File: config.mk
export PLATFORM = sky130hd
export DESIGN_NAME = tics_div
export DESIGN_NICKNAME = d
export VERILOG_FILES = /design/src/hdl/tabulated_inverse_cdf_sampler_macros.svh /design/src/hdl/tics_pkg.sv /design/src/hdl/tics_div.sv
export SDC_FILE = /design/constraint.sdc
export NUM_CORES = 1
export LEC_CHECK = 0
export BUFFER_PORTS_ARGS = -buffer_cell sky130_fd_sc_hd__clkbuf_2
export CAP_MARGIN = 20
export CORE_MARGIN = 2
export CORE_UTILIZATION = 30
export DETAILED_ROUTE_END_ITERATION = 16
export REMOVE_ABC_BUFFERS = 1
export SLEW_MARGIN = 10
export SYNTH_ARGS = -nofsm -noshare
export SYNTH_HDL_FRONTEND = slang
export SYNTH_SLANG_ARGS = --single-unit
File: constraint.sdc
create_clock -name clk_i -period 5.9 [get_ports clk_i]
set_input_delay 0 -clock clk_i [delete_from_list [all_inputs] [get_ports clk_i]]
set_output_delay 0 -clock clk_i [all_outputs]
set_load 0.005 [all_outputs]
File: src/hdl/tabulated_inverse_cdf_sampler_macros.svh
// Assertion macros used by the sampler RTL.
`ifndef TABULATED_INVERSE_CDF_SAMPLER_MACROS_SVH
`define TABULATED_INVERSE_CDF_SAMPLER_MACROS_SVH

// Same-cycle implication, sampled on clk_i and held off during reset.
`define TICS_ASSERT_IMP(lbl, ante, cons, msg) \
  lbl: assert property (@(posedge clk_i) disable iff (!rst_ni) (ante) |-> (cons)) \
    else $error(msg);

// Next-cycle implication, sampled on clk_i and held off during reset.
`define TICS_ASSERT_NXT(lbl, ante, cons, msg) \
  lbl: assert property (@(posedge clk_i) disable iff (!rst_ni) (ante) |=> (cons)) \
    else $error(msg);

`endif

File: src/hdl/tics_pkg.sv
// Types and constants shared by the inverse-CDF sampler modules.
package tics_pkg;

  localparam int unsigned FRAC_BITS = 16;
  localparam int unsigned IDX_W     = 10;
  localparam int unsigned CNT_W     = 11;
  localparam int unsigned DEN_W     = 16;
  localparam int unsigned CUM_W     = 27;
  localparam int unsigned IT_W      = 7;
  localparam int unsigned RES_W     = 44;
  localparam int unsigned MAG_W     = 43;
  localparam int unsigned DVS_W     = 27;

  localparam logic [CNT_W-1:0] MAX_SAMPLES = 11'd1024;
  localparam logic [16:0]      ONE_Q       = 17'h10000;
  localparam logic [15:0]      X_START     = 16'd29491;
  localparam logic [15:0]      X_CLAMP     = 16'd58982;
  localparam logic [IT_W-1:0]  CAP_MAX     = 7'd64;

  localparam logic CMD_LOAD = 1'b0;
  localparam logic CMD_GEN  = 1'b1;

  localparam logic METHOD_BISECT = 1'b0;

  localparam logic [2:0] REG_SAMPLE_COUNT = 3'd0;
  localparam logic [2:0] REG_METHOD       = 3'd1;
  localparam logic [2:0] REG_MAX_ITER     = 3'd2;
  localparam logic [2:0] REG_RES_LIMIT    = 3'd3;
  localparam logic [2:0] REG_STEP_LIMIT   = 3'd4;

  typedef enum logic [1:0] {
    STOP_RESIDUAL = 2'd0,
    STOP_STEP     = 2'd1,
    STOP_CAP      = 2'd2,
    STOP_ZERO     = 2'd3
  } stop_e;

  typedef enum logic [16:0] {
    ST_IDLE   = 17'h00001,
    ST_LWR    = 17'h00002,
    ST_GTOT   = 17'h00004,
    ST_GPRE   = 17'h00008,
    ST_LOC    = 17'h00010,
    ST_RD0    = 17'h00020,
    ST_RD1    = 17'h00040,
    ST_MUL1   = 17'h00080,
    ST_SUM    = 17'h00100,
    ST_RES    = 17'h00200,
    ST_DECIDE = 17'h00400,
    ST_DIVMUL = 17'h00800,
    ST_DIVGO  = 17'h01000,
    ST_DIVWT  = 17'h02000,
    ST_UPD    = 17'h04000,
    ST_DONE   = 17'h08000,
    ST_SPARE  = 17'h10000
  } state_e;

endpackage

File: src/hdl/tics_div.sv
// Restoring unsigned divider, one quotient bit per cycle.
module tics_div import tics_pkg::*; (
  input  logic             clk_i,
  input  logic             rst_ni,
  input  logic             start_i,
  input  logic [MAG_W-1:0] dividend_i,
  input  logic [DVS_W-1:0] divisor_i,
  output logic             busy_o,
  output logic             done_o,
  output logic [MAG_W-1:0] quotient_o
);

  logic [DVS_W-1:0] rem_q;
  logic [MAG_W-1:0] dq_q;
  logic [DVS_W-1:0] dv_q;
  logic [5:0]       cnt_q;
  logic             busy_q;
  logic             done_q;
  logic [DVS_W:0]   shifted;
  logic [DVS_W:0]   diff;
  logic             ge;

  assign shifted = {rem_q, dq_q[MAG_W-1]};
  assign ge      = shifted >= {1'b0, dv_q};
  assign diff    = shifted - {1'b0, dv_q};

  always_ff @(posedge clk_i or negedge rst_ni) begin
    if (!rst_ni) begin
      busy_q <= 1'b0;
      done_q <= 1'b0;
      cnt_q  <= '0;
    end else begin
      done_q <= 1'b0;
      if (start_i) begin
        busy_q <= 1'b1;
        cnt_q  <= 6'(MAG_W);
      end else if (busy_q) begin
        cnt_q <= cnt_q - 6'd1;
        if (cnt_q == 6'd1) begin
          busy_q <= 1'b0;
          done_q <= 1'b1;
        end
      end
    end
  end

  always_ff @(posedge clk_i) begin
    if (start_i) begin
      rem_q <= '0;
      dq_q  <= dividend_i;
      dv_q  <= divisor_i;
    end else if (busy_q) begin
      rem_q <= ge ? diff[DVS_W-1:0] : shifted[DVS_W-1:0];
      dq_q  <= {dq_q[MAG_W-2:0], ge};
    end
  end

  assign busy_o     = busy_q;
  assign done_o     = done_q;
  assign quotient_o = dq_q;

endmodule

; ---- Yosys cells after proc, flatten, opt, wreduce, memory -nomap -nowiden
; Index checks and enable logic that the tools add are counted.
[word_totals]
rom_bits = 0
output_inout_bits = 45
regBits = 105
latch_bits = 0
ram_bits = 0
mem_count = 0
inputBits = 73
word_cells = 22
[classes]
eq_ne = 1
n_addsub = 2
order_cmp = 1
shift = 0
n_reduce_logical = 1
muxes = 11
n_bitwise = 0
n_mul = 0
n_div = 0
[op_table]
columns = op, n
row1 = $mux 43, 2
row2 = $ge 28x27->1, 1
row3 = $mux 27, 1
row4 = $sub 27x27->27, 1
row5 = $mux 6, 2
row6 = $eq 6x1->1 const B, 1
row7 = $mux 1, 6
row8 = $sub 6x1->6 const B, 1
row9 = $reduce_bool 2->1, 1

; ---- Longest topological paths before layout
; Gate-level depths: netlist of the first run.
[depth]
ltp_word = 4
mapped_depth = 13
ltp_nobuf = 11

; ---- Worst setup path before layout of the first run
; OpenSTA, ideal clock, no wires.
[synth_timing]
path_kind = register to register
startpoint = register dq_q[42] (netlist: quotient_o[42])
endpoint = register rem_q[20]
n_path_buf = 1
required_ns = 5.778
path_slack_ns = 3.187
setup_ns = 0.122
path_stages_with_launch = 12
synth_period_minus_slack_ns = 2.713
arrival_ns = 2.591
path_cell_list = edfxtp_1 -> inv_1 -> ha_1 -> fa_1 -> nand2b_1 -> a211oi_1 -> o211ai_2 -> a31oi_2 -> a22oi_2 -> buf_6 -> and4_1 -> a311o_1
[synth_between]
elab_chain_len = 2
word_cells_on_any_way = 3
classes_between = add/sub (1) / order compare (1) / mux (1)
[synth_rtl]
columns = element, line_no
row1 = start: declaration, tics_div.sv:14  ; logic [MAG_W-1:0] dq_q;
row2 = start signal: assignment, tics_div.sv:50  ; dq_q <= dividend_i;
row3 = start signal: assignment, tics_div.sv:54  ; dq_q <= {dq_q[MAG_W-2:0], ge};
row4 = $sub 27x27->27 / $ge 28x27->1 (equally long branches), "tics_div.sv:25, tics_div.sv:24"
row5 = $mux 27 *, tics_div.sv:53  ; rem_q <= ge ? diff[DVS_W-1:0] : shifted[DVS_W-1:0];
row6 = end signal: assignment, tics_div.sv:53
row7 = end: declaration, tics_div.sv:13  ; logic [DVS_W-1:0] rem_q;
; Mark *: on every way between the ends. The rest lies on a longest branch, timed or not.
; A chain may end at the register's enable or synchronous reset.

; ---- Worst setup path in the final report of the first run
; Ends and elaborated chain as after synthesis.

==> metrics.md, run 1 <==
| Metric | Value |
|---|---|
| Worst path depth | 11 |
| Post-route DRC violation count | 0 |
| Max stage delay cell, worst path | a211oi_1 |
| Drt total wl | between 10 and 15 mm |
| Total GRT Usage | 0.147 |
| Clock Sinks | 105 |
| Critical Path Fanout Max | 39 |
| Clk slew on worst S/H paths | 0.08 ns |
| Vias in the first global route | 4,835 |
| EDFF count, synth | 70 |
| CTS Buf Count | 9 |
| WHS | ~0.034 ns |
| Buffers plus inverters on the worst setup path | 2 |
| Yosys cell types | 67 |
| Worst Setup End Kind | flop |
| Dpl cells | 890 |
| Yosys reg bits | around 110 |
| Area of the die | between 20,000 and 25,000 um^2 |
| Yosys top cell by area | edfxtp_1 |
| Placement-stage cell area | 6610 um^2 |
| Sequential share of the synthesized area | 0.488 |
| Mapped Cells | 530 |
| Max Cap Viol | 0 |
| R2R depth | 11 |
| WS Path Type | flop to flop |
| Worst-margin pin slew | roughly 0.84 ns |
| FILL cells | 1,866 |
| Syn_area_per_cell | 11.0 um^2 |
| Crit share post-route | 0.561 |
| Max Clk Rate | 302 MHz |
| Leak | 3.25 nW |
| Cell Rows | 50 |
| Setup TNS | 0 ns |
| Layout cell share with drive strength beyond 1 | 0.280 |
| GPL Wtd Cong | 0.897 |
| Critical path's top delay family | compound AO/OA/AOI/OAI gates |
| Via count | between 4,000 and 5,000 |
| Hold WC Path Type | primary input to asynchronous set/reset pin |
| Initial Utilization | 0.308 |
| Port Buffer Count | 117 |
| HPWL Detailed | 9.73 mm |
| Synth Flop Type | edfxtp_1 |
| Area Overhead vs Synth | 30.7% |
| Top cells by area, synth | edfxtp_1 36%, dfxtp_1 9.3%, mux2_2 8.1%, ha_1 6.2%, dfrtp_1 3.4% |
| Grt ovf | 0 |
| Crit path DAT | 3.56 ns |
| Worst slew margin | 0.440 |
| Diodes inserted | 0 |
| Synthesis Warnings | 0 |
| Commonest non-fill, non-tap cell in the layout | clkbuf_2 |
| IO Pins | 118 |
| Startpoint type of the worst setup path | flop |
| Cells along the critical path | inv_1, ha_1, fa_1, nand2b_1, a211oi_1, o211ai_2, a31oi_2, a22oi_2, buf_4, and4_1, a311o_1 |
| WL/cell | between 10 and 15 um |
| Global-route wire length before repair | 23.8 mm |
| DRT Pass-1 Iters | 4 |
| CTS root buf | clkbuf_16 |
| Die H | about 140 um |
| Final Max Tran Viols | 0 |
| Data required time of the worst path | between 6 and 7 ns |
| Largest net degree at the start of global routing | 66 |
| Tmin final | between 3 and 4 ns |
| Post-synth top area share | 0.361 |
| Core Region | 18,900 um^2 |
| Post-CTS Setup Inserts | 0 |
| Most frequent cells in the layout | 116 x clkbuf_2, 71 x dlygate4sd3_1, 70 x edfxtp_1, 48 x nor2_1, 42 x mux2_2 |
| Maximum root-to-sink buffer count | 2 |
| Final setup vio count | 0 |
| Routed Antenna Nets | 0 |
| Chip width | ~140 um |
| Status | finished clean |
| Post-DR vias/cell | 4.76 |
| CP max stage delay | 0.43 ns |
| Initial antenna violation count | 0 |
| Post-route insts no fill | ~980 |
| Skew final | between 0.01 and 0.015 ns |
| Initial DRC Count | 287 |
| Clock Latency Late Sink | 0.36 ns |
| # H-tree levels | 3 |
| RSZ-0062 raised after global routing | false |
| CTS tree | built |
| Cts repair resizes | 0 |
| VDD IR max | 0.150 mV |
| Final-stage net count | between 800 and 900 |
| Endpoints failing hold | 0 |
| Mapped cell area | 5820 um^2 |
| R2R Setup Slk | about 2.6 ns |
| Cell area power density | 227 nW/um^2 |
| Async set or reset register ratio after synthesis | 0.0762 |
| Design area | 7610 um^2 |
## flip-flops by register name, indices dropped and copies added (netlist names)
register	cells
quotient_o	43
rem_q	27
dv_q	27
done_o	1
cnt_q	6
busy_o	1
## per-layer routing
metal	track usage	vias up	share of wire
li1	-	2309	-
met1	0.193	2187	0.47
met2	0.241	142	0.46
met3	0.0409	13	0.055
met4	0.0377	0	0.013
met5	0	-	0
## cells in the mapped netlist (8+ instances only)
cell and instances:
nor3_1 11, inv_1 33, xor2_1 11, o21ai_0 22
dfrtp_1 8, a211oi_1 15, nand2_1 38, ha_1 29
xnor2_1 16, a21oi_1 33, mux2_2 42, dfxtp_1 27
clkbuf_1 11, nor2_1 48, a32oi_1 9, edfxtp_1 70
## kinds of logic (layout without fill, tap and decap cells)
| logic type | Yosys count | count (layout) | synth area share |
|---|---|---|---|
| simple gates | 142 | 142 | 0.119 |
| fa+ha+maj | 30 | 30 | 0.0658 |
| mux | 45 | 45 | 0.0864 |
| buf+inv | 57 | 244 | 0.0510 |
| compound gates | 124 | 124 | 0.149 |
| xor+xnor | 27 | 27 | 0.0406 |
| flops | 105 | 105 | 0.488 |
## power by group
part	leakage, nW	internal (mW)	switching (mW)
registers	1.03	0.841	0.0268
logic	2.09	0.136	0.119
clock network	0.139	0.299	0.305
## path summary, 6_finish.rpt
kind                                                from                      to
worst min register to register    rem_q[10]$_SDFFE_PP0P_  rem_q[10]$_SDFFE_PP0P_
max in group asynchronous                         rst_ni    cnt_q[1]$_DFFE_PN0P_
worst min-delay path                              rst_ni        done_o$_DFF_PN0_
worst max-delay path            quotient_o[42]$_DFFE_PP_  rem_q[20]$_SDFFE_PP0P_
min in group clk_i                               start_i    cnt_q[2]$_DFFE_PN0P_
worst max register to register  quotient_o[42]$_DFFE_PP_  rem_q[20]$_SDFFE_PP0P_
## per-stage QoR
step           power (mW)  utilization  setup WS, ns
3_3_place_gp         1.10        0.350          2.71
3_5_place_dp         1.10        0.350          2.59
2_1_floorplan       0.999            -          2.80
5_1_grt              1.81        0.403          2.37
6_report             1.73        0.403          2.59
4_1_cts              1.75        0.403          2.58
## what timing repair did
action | in CTS | in global routing
setup endpoints to repair | 0 | 0
hold buffers | 71 | 0
hold endpoints to repair | 78 | 0
## worst register-to-register path: cells and delay by family (launching register included)
kind	cells	cell delay (ns)
buffers and inverters	2	0.36
flip-flops	1	0.37
AND/OR/NAND/NOR	2	0.46
AO/OA/AOI/OAI	5	1.40
adder cells (fa/ha/maj)	2	0.61
## final cells by class
| cell class | count | area (um^2) | area share |
|---|---|---|---|
| flip-flops and latches | 105 | 2840 | 0.374 |
| multi-input cells | 368 | 2680 | 0.352 |
| repair buffers | 194 | 1340 | 0.177 |
| well taps | 260 | 325 | 0.0428 |
| clock buffers | 10 | 229 | 0.0301 |
| inverters | 34 | 128 | 0.0168 |
| clock inverters | 6 | 58.8 | 0.00773 |
(Power assumes the default switching activity.)
==> run 2: changes to the inputs <==
Settings changed: ABC_AREA set to 1.
Clock period 5.9 ns to 3.27 ns, I/O delays scaled along.
==> run 2 against run 1 <==
Critical path type unchanged; power grew to 2.9 times the previous value; hold slack lost 0.0093 ns; sequential share of layout area decreased by 3.8 points; routed wire length grew 18%; clock power up 86%; highest routed layer unchanged; critical endpoint is now rem_q[10]$_SDFFE_PP0P_; die area grew 13%.
==> metrics.md, run 2 <==
| Metric | Value |
|---|---|
| Syn_area_per_cell | 7.28 um^2 (-34%) |
| Buffers plus inverters on the worst setup path | 2 (unchanged) |
| Commonest non-fill, non-tap cell in the layout | nand2_1 |
| Most frequent cells in the layout | 377 x nand2_1, 161 x inv_1, 116 x clkbuf_2, 71 x dlygate4sd3_1, 70 x edfxtp_1 |
| Startpoint type of the worst setup path | flop |
| Area Overhead vs Synth | 28.3% |
| FILL cells | 2,255 (+21%) |
| Worst slew margin | 0.430 (-0.00977) |
| Post-route DRC violation count | 0 (unchanged) |
| Diodes inserted | 0 (unchanged) |
| Critical Path Fanout Max | 27 (-31%) |
| WS Path Type | flop to flop |
| RSZ-0062 raised after global routing | false |
| Cells along the critical path | inv_1, ha_1, fa_1, inv_1, nand2_1, a21oi_2, nand2_1, nand3_2, nand3_4, nand2_4, nand2_1, nand3_1, o21ai_1 |
| Max Cap Viol | 0 (unchanged) |
| VDD IR max | 0.302 mV (+100%) |
| Layout cell share with drive strength beyond 1 | 0.159 (-0.121) |
| Clock Latency Late Sink | 0.36 ns (about the same) |
| Hold_buf cts | 71 (unchanged) |
| Critical path launch point | quotient_o[42]$_DFFE_PP_ |
| Synthesis Warnings | 0 (unchanged) |
| Mapped cell area | 6600 um^2 (+13%) |
| Clock Sinks | 105 (unchanged) |
| Routed Antenna Nets | 0 (unchanged) |
| Data required time of the worst path | 3.52 ns (-2.63 ns) |
| Worst Setup End Kind | flop |
| Synth Flop Type | edfxtp_1 |
| Vias in the first global route | 5,978 (+24%) |
| Largest register FFs | 43 (unchanged) |
| Critical path's most frequent cell | nand2_1 |
| Sequential share of the synthesized area | 0.431 (-0.0577) |
| CTS tree | built |
| Yosys reg bits | 105 (unchanged) |
| Core Region | 21,700 um^2 (+15%) |
| Grt ovf | 0 (unchanged) |
| R2R depth | 13 (+2) |
| Max Clk Rate | 400 MHz (+32%) |
| # H-tree levels | 3 (unchanged) |
| DRT Pass-1 Iters | 5 (+1) |
| Via count | 6,022 (+29%) |
| Worst reg2reg endpoint | rem_q[10]$_SDFFE_PP0P_ |
| Initial DRC Count | 301 (+4.9%) |
| HPWL Detailed | 12.2 mm (+26%) |
| Tmin final | 2.50 ns (-0.810 ns) |
| Top cells by area, synth | edfxtp_1 32%, nand2_1 21%, inv_1 9.2%, dfxtp_1 8.2%, ha_1 5.5% |
| Initial Utilization | 0.304 (-0.00376) |
| Port Buffer Count | 117 (unchanged) |
| Largest net degree at the start of global routing | 59 (-11%) |
| Async set or reset register ratio after synthesis | 0.0762 (unchanged) |
| Final Max Tran Viols | 0 (unchanged) |
| Skew final | 0.0101 ns (-0.00242 ns) |
| Chip width | 152 um (+6.3%) |
| Drt total wl | 17.0 mm (+18%) |
| PnR Total Power | 5.08 mW (+190%) |
| Total GRT Usage | 0.150 (+0.00281) |
| Yosys cell types | 38 (-43%) |
| Worst path depth | 13 (+2) |
| Synth cell count leaders | 377 x nand2_1, 162 x inv_1, 70 x edfxtp_1 |
| Mapped Cells | 906 (+71%) |
| EDFF count, synth | 70 (unchanged) |
| Final setup vio count | 0 (unchanged) |
| Critical path's top delay family | simple AND/OR/NAND/NOR gates |
| Post-synth top area share | 0.319 (-0.0427) |
| Cell Rows | 54 (+8.0%) |
| Worst-margin pin slew | 0.854 ns (+0.0137 ns) |
| Maximum root-to-sink buffer count | 2 (unchanged) |
| Clk slew on worst S/H paths | 0.07 ns (about the same) |
| Endpoints failing hold | 0 (unchanged) |
| Crit share post-route | 0.764 (+0.203) |
| CTS Buf Count | 9 (unchanged) |
| Post-DR vias/cell | 4.37 (-8.2%) |
| Cts repair resizes | 0 (unchanged) |
| Most frequent cell after synthesis | nand2_1 |
| CTS root buf | clkbuf_16 |
| Setup crit end | rem_q[10]$_SDFFE_PP0P_ |
| WL/cell | 12.3 um (-17%) |
| R2R Setup Slk | 0.77 ns (-1.82 ns) |
| IO Pins | 118 (unchanged) |
| Die H | 152 um (+6.3%) |
| Setup TNS | 0 ns (unchanged) |
| Final-stage net count | 1,196 (+47%) |
| Initial antenna violation count | 0 (unchanged) |
| Leak | 4.52 nW (+39%) |
| Crit path DAT | 2.75 ns (-0.81 ns) |
| Max stage delay cell, worst path | fa_1 |
| CP max stage delay | 0.41 ns (-0.02 ns) |
| Global-route wire length before repair | 28.7 mm (+21%) |
| GPL Wtd Cong | 0.910 (+1.4%) |
| Reg-to-reg critical path startpoint | quotient_o[42]$_DFFE_PP_ |
| Status | finished clean |
| Area of the die | 23,200 um^2 (+13%) |
| Yosys top cell by area | edfxtp_1 |
| Hold WC Path Type | primary input to asynchronous set/reset pin |
| Post-CTS Setup Inserts | 0 (unchanged) |
| Cell area power density | 600 nW/um^2 (+160%) |
==> run 2: changes by cell type after synthesis, sizes merged, moves of 9 or more <==
cell	before	now
a211oi	16	0
a21oi	34	20
a32oi	9	0
inv	33	166
mux2	42	0
nand2	41	385
nand3	5	78
nand3b	0	10
xor2	11	2
==> run 2: area by class of cell <==
class / instances / area, um^2 / share of cell area
tap: 280 / 350 / 0.0414
clock inverter: 5 / 62.6 / 0.00739
sequential: 105 / 2840 / 0.336
multi-input combinational: 613 / 2980 / 0.352
clock buffer: 11 / 233 / 0.0275
inverter: 166 / 623 / 0.0736
timing repair buffer: 198 / 1370 / 0.162
==> run 2: layer usage <==
layer  share of wire  vias up  GRT usage
met5               0        -          0
met4           0.017        0     0.0485
met3           0.044       19     0.0270
met2            0.46      153      0.248
met1            0.47     2673      0.200
li1                -     3177          -
==> run 2: power breakdown <==
part	switching, mW	internal (mW)	total, mW
sequential	0.119	1.63	1.75
clock	0.515	0.602	1.12
combinational	1.37	0.838	2.21
==> run 2: per-stage QoR <==
stage               setup slack [ns]  hold slack, ns   util  cell area, um^2  instances
floorplan                      0.845          -0.296      -             6450        884
finish                         0.771          0.0247  0.390             8470       1378
global route                   0.536          0.0450  0.390             8470       1378
CTS                            0.761          0.0143  0.390             8470       1378
detailed placement             0.772          -0.133  0.344             7460       1291
global placement               0.858          -0.138  0.344             7460       1291
==> run 2: worst register-to-register path: cells and delay by family, from the launching register on <==
kind | cells | cell delay, ns
simple gates | 7 | 1.00
fa+ha+maj | 2 | 0.63
flops | 1 | 0.34
compound gates | 2 | 0.28
buf+inv | 2 | 0.14
==> run 2: worst min-delay path by stage <==
stage,start,to,depth (start not counted)
final,rst_ni,done_o$_DFF_PN0_,2
after global routing,rst_ni,cnt_q[5]$_DFFE_PN0P_,2
after CTS,rst_ni,busy_o$_DFF_PN0_,2
after detailed placement,rst_ni,done_o$_DFF_PN0_,1
after global placement,rst_ni,done_o$_DFF_PN0_,1
after floorplan,rst_ni,busy_o$_DFF_PN0_,0
==> run 2: cells by family after synthesis <==
group,count (synthesis),synth area share
XOR/XNOR,10,0.0133
buffers and inverters,188,0.117
AO/OA/AOI/OAI,41,0.0343
adder cells (fa/ha/maj),30,0.0580
flip-flops,105,0.431
AND/OR/NAND/NOR,532,0.347
